## config.mk

```make
export PLATFORM = sky130hd
export DESIGN_NAME = mpr_in_stage
export DESIGN_NICKNAME = d
export VERILOG_FILES = /design/src/rtl/mpr_pkg.sv /design/src/rtl/mpr_in_stage.sv
export SDC_FILE = /design/constraint.sdc
export NUM_CORES = 1
export LEC_CHECK = 0
export BUFFER_PORTS_ARGS = -buffer_cell sky130_fd_sc_hd__buf_2
export CORE_MARGIN = 4
export CORE_UTILIZATION = 40
export CTS_CLUSTER_DIAMETER = 150
export DETAILED_ROUTE_END_ITERATION = 7
export GPL_TIMING_DRIVEN = 0
export HOLD_SLACK_MARGIN = 0.12
export PLACE_DENSITY_LB_ADDON = 0.2
export SLEW_MARGIN = 30
export SYNTH_ARGS = -nofsm -noshare
export SYNTH_HDL_FRONTEND = slang
export SYNTH_SLANG_ARGS = --single-unit
```

## constraint.sdc

```tcl
create_clock -name clk -period 1.7 [get_ports clk]
set_input_delay 0.255 -clock clk [delete_from_list [all_inputs] [get_ports clk]]
set_output_delay 0.255 -clock clk [all_outputs]
set_load 0.01 [all_outputs]
```

## src/rtl/mpr_pkg.sv

```systemverilog
// Package for the multi-page reassembler: item structs, kind and status codes.
// Used by every module of the block; depends on nothing.
package mpr_pkg;

  localparam int unsigned LEN_W   = 13;   // payload length and limit width
  localparam int unsigned MIN_PAYLOAD = 256;
  localparam logic [LEN_W-1:0] MAX_PAYLOAD_RESET = LEN_W'(4096);

  typedef enum logic [1:0] {
    KIND_HEADER = 2'd0,
    KIND_BYTE   = 2'd1,
    KIND_READ   = 2'd2,
    KIND_CLEAR  = 2'd3
  } kind_t;

  typedef enum logic [2:0] {
    ST_INCOMPLETE = 3'd0,
    ST_COMPLETE   = 3'd1,
    ST_ORDER      = 3'd2,
    ST_TOO_LONG   = 3'd3,
    ST_READ       = 3'd4
  } status_t;

  typedef struct packed {
    kind_t       kind;
    logic [7:0]  transmission_number;
    logic [7:0]  page_index;
    logic [7:0]  last_page_index;
    logic [7:0]  record_length;
    logic [7:0]  data_byte;
    logic [11:0] read_index;
  } in_t;

  typedef struct packed {
    status_t          status;
    logic [LEN_W-1:0] error_detail;
    logic [LEN_W-1:0] payload_length;
    logic [7:0]       read_data;
    logic [31:0]      pages_discarded;
    logic [31:0]      restart_count;
    logic [31:0]      overflow_count;
    logic [31:0]      completed_count;
  } out_t;

  // Flags that travel with a computed result from the engine to the output stage
  typedef struct packed {
    logic has_result;
    logic read_hit;
  } res_flags_t;

endpackage

```

## src/rtl/mpr_in_stage.sv

```systemverilog
// Input register of the reassembler: holds one accepted item until the engine takes it.
// Depends on mpr_pkg.
module mpr_in_stage
  import mpr_pkg::*;
(
  input  logic clk,
  input  logic rst,
  input  logic in_valid,
  output logic in_ready,
  input  in_t  in_item,
  input  logic advance,
  output logic held,
  output in_t  item
);

  // Free slot, or the held item leaves in this cycle
  assign in_ready = !held || advance;

  always_ff @(posedge clk) begin
    if (rst) begin
      held <= 1'b0;
    end else if (in_valid && in_ready) begin
      held <= 1'b1;
    end else if (advance) begin
      held <= 1'b0;
    end
  end

  always_ff @(posedge clk) begin
    if (in_valid && in_ready) begin
      item <= in_item;
    end
  end

endmodule

```

==> impl_metrics.toml <==
[run_status]
status = "finished, final reports clean"

[synthesis]
ys_top_cells_by_area = "edfxtp_1 (97%), dfxtp_1 (1.2%), nand2b_4 (0.82%)"
yosysUniqueCellTypes = 6
yosys.area_share.simple_pct = 1.34
ys_ff_latch = 55
ys_seq_area_share_pct = 97.9
synth.cell_area_mm2 = 0.00168
synth.avg_cell_area_um2 = 28.4
synthAdderAreaFrac_pct = 0
yosys.area.top_type = "edfxtp_1"
synth_mux_area_share_pct = 0
synth_top_family_by_area = "simple AND/OR/NAND/NOR gates"
synth_nets = 117
synth-compound-area-share_pct = 0.522
yosys.area.top_type_share_pct = 96.7
postSynthCellCount = 59
ys_warn_count = 0
synth_xor_xnor_area_share_pct = 0

[critical_path]
crit_chain = "nand2b_4, and2_4"
required_ns = 1.63
start_kind = "flop"
slowest_stage = "and2_4"
crit_path_max_incr_delay_ns = 0.59
path_max_fanout = 54
criticalPathCategory = "reg2reg"
crit_path_end_kind = "flop"
cp.arrival_ns = 1.30

[sta]
setup_viol = 0
skew_ns = 0.00552
final.period_utilization_pct = 80.7
timing.setup.tns_ns = 0
timing.final.ws_setup_ns = 0.329
min_period_ns = 1.37
maxSlewHeadroom_pct = 55.8
hold_violations = 0
rsz0062_at_grt = "no"
worst_pin_slew_ns = 0.664
fmax_mhz = 729
slew_violations = 0

[detailed_routing]
vias_per_cell = 4.28
drc_errors = 0
drtIter0Drc = 57
drt_first_pass_iters = 4
avgRoutedWirePerCell_um = 14.3
ant_nets = 0
drt-total-wl_mm = 3.85
num_vias = 1156

[floorplanning]
core_area_mm2 = 0.00403
die_x_um = 72.7
die_area_mm2 = 0.00529
pin_count = 114
die_h_um = 72.7
start_util_pct = 41.6
rows = 23

[grt]
grt_pass1_wl_mm = 4.94
grt_pass1_vias = 1097
use_met3_pct = 6.20
grt_overflow = 0
grt_antenna_before_repair = 0
grt_max_degree = 55
grt_usage_pct = 12.9
grt-busiest-layer = "met2"
grtUsageMet2_pct = 22.6
gr-usage-met1_pct = 12.8

[cells_and_area]
final.fill_count = 286
drive_above_1_share_pct = 55.5
syn_to_final_growth_pct = 66.2
antennaDiodeCount = 0
final_core_util_pct = 69.2
nets = 277

[placed_design]
place_congestion = 0.704
io_buffers = 113
place_worst_setup_slack_ns = 0.254

[clock_network]
cts_tree = "built"
htreeDepth = 2
clock_path_buffers = 2
root_buffer = "clkbuf_8"
insertion_delay_ns = 0.29
clk_pin_slew_ns = 0.09
cts_sinks = 55
cts_buffers = 5
cts_resized = 0

[job]
max-cap-violations = 0

[power]
ir_worst_vdd_mv = 0.630
p_per_area_mw_per_mm2 = 915
leakagePower_nw = 1.20

[worst_hold_path]
hold_path_class = "in2reg"
==> power breakdown <==
group	internal [W]	total, W	switching [W]	leakage, nW
sequential	0.00158	0.00160	0.0000192	0.531
combinational	0.000159	0.000290	0.000131	0.630
clock	0.000290	0.000658	0.000368	0.0422
==> registers in the layout, summed over array words and instances (netlist names) <==
name / count
item: 54
held: 1
==> cell usage in the layout (no fill, tap or decap), drive strengths merged <==
cell type | Yosys | final
clkbuf | 0 | 7
a21oi | 1 | 1
nand2b | 1 | 1
and2 | 1 | 1
dlygate4sd3 | 0 | 40
buf | 0 | 113
clkinv | 0 | 1
dfxtp | 1 | 1
edfxtp | 54 | 54
inv | 1 | 1
==> cell type report <==
cell class                      instances  area, um^2  share of cell area (%)
Tap cell                               50        62.6                    2.25
Timing Repair Buffer                  153         966                    34.7
Sequential cell                        55        1640                    58.9
Clock buffer                            7        76.3                    2.74
Multi-Input combinational cell          3        31.3                    1.12
Clock inverter                          1        5.00                   0.180
Inverter                                1        3.75                   0.135
==> metrics by stage <==
stage / instance area [um^2] / total power, W / std cells / hold WS [ns]
floorplan: 1680 / 0.00171 / 59 / 0.317
finish: 2790 / 0.00255 / 270 / 0.136
global route: 2790 / 0.00267 / 270 / 0.116
detailed placement: 2300 / 0.00185 / 222 / 0.420
global placement: 2300 / 0.00184 / 222 / 0.415
CTS: 2450 / 0.00251 / 236 / 0.120
==> cells in the mapped netlist <==
cell type,count
and2_4,1
dfxtp_1,1
nand2b_4,1
a21oi_2,1
edfxtp_1,54
inv_1,1
==> layer usage <==
layer  vias to the layer above  share of wire (%)
li1                        550                  -
met1                       527                 34
met2                        75                 52
met3                         4                 12
met4                         0               0.91
met5                         -                  0
==> repair_timing <==
| action | in CTS | in global routing |
|---|---|---|
| endpoints found under the setup margin | 0 | 0 |
| endpoints found under the hold margin | 6 | 34 |
| buffers inserted | 0 | 0 |
| hold buffers | 6 | 34 |
==> worst max-delay path: cells and delay by family (launching register included) <==
family | cells | cell delay (ns)
AND/OR/NAND/NOR | 2 | 0.67
flip-flops | 1 | 0.34
==> final timing paths <==
| check | startpoint | endpoint | slack [ns] | depth (start not counted) |
|---|---|---|---|---|
| hold reg to reg | held | held | 0.50 | 2 |
| setup reg to reg | held | item[7] | 0.33 | 2 |
| hold / removal | in_item[33] | item[33] | 0.14 | 1 |
| setup / recovery | held | item[7] | 0.33 | 2 |
==> kinds of logic (layout without fill, tap and decap cells) <==
group,after synthesis,in the layout
and+or+nand+nor,2,2
DFF,55,55
buffers and inverters,1,162
AOI/OAI and AO/OA,1,1
Note: power is estimated with default switching activity, not from simulation.
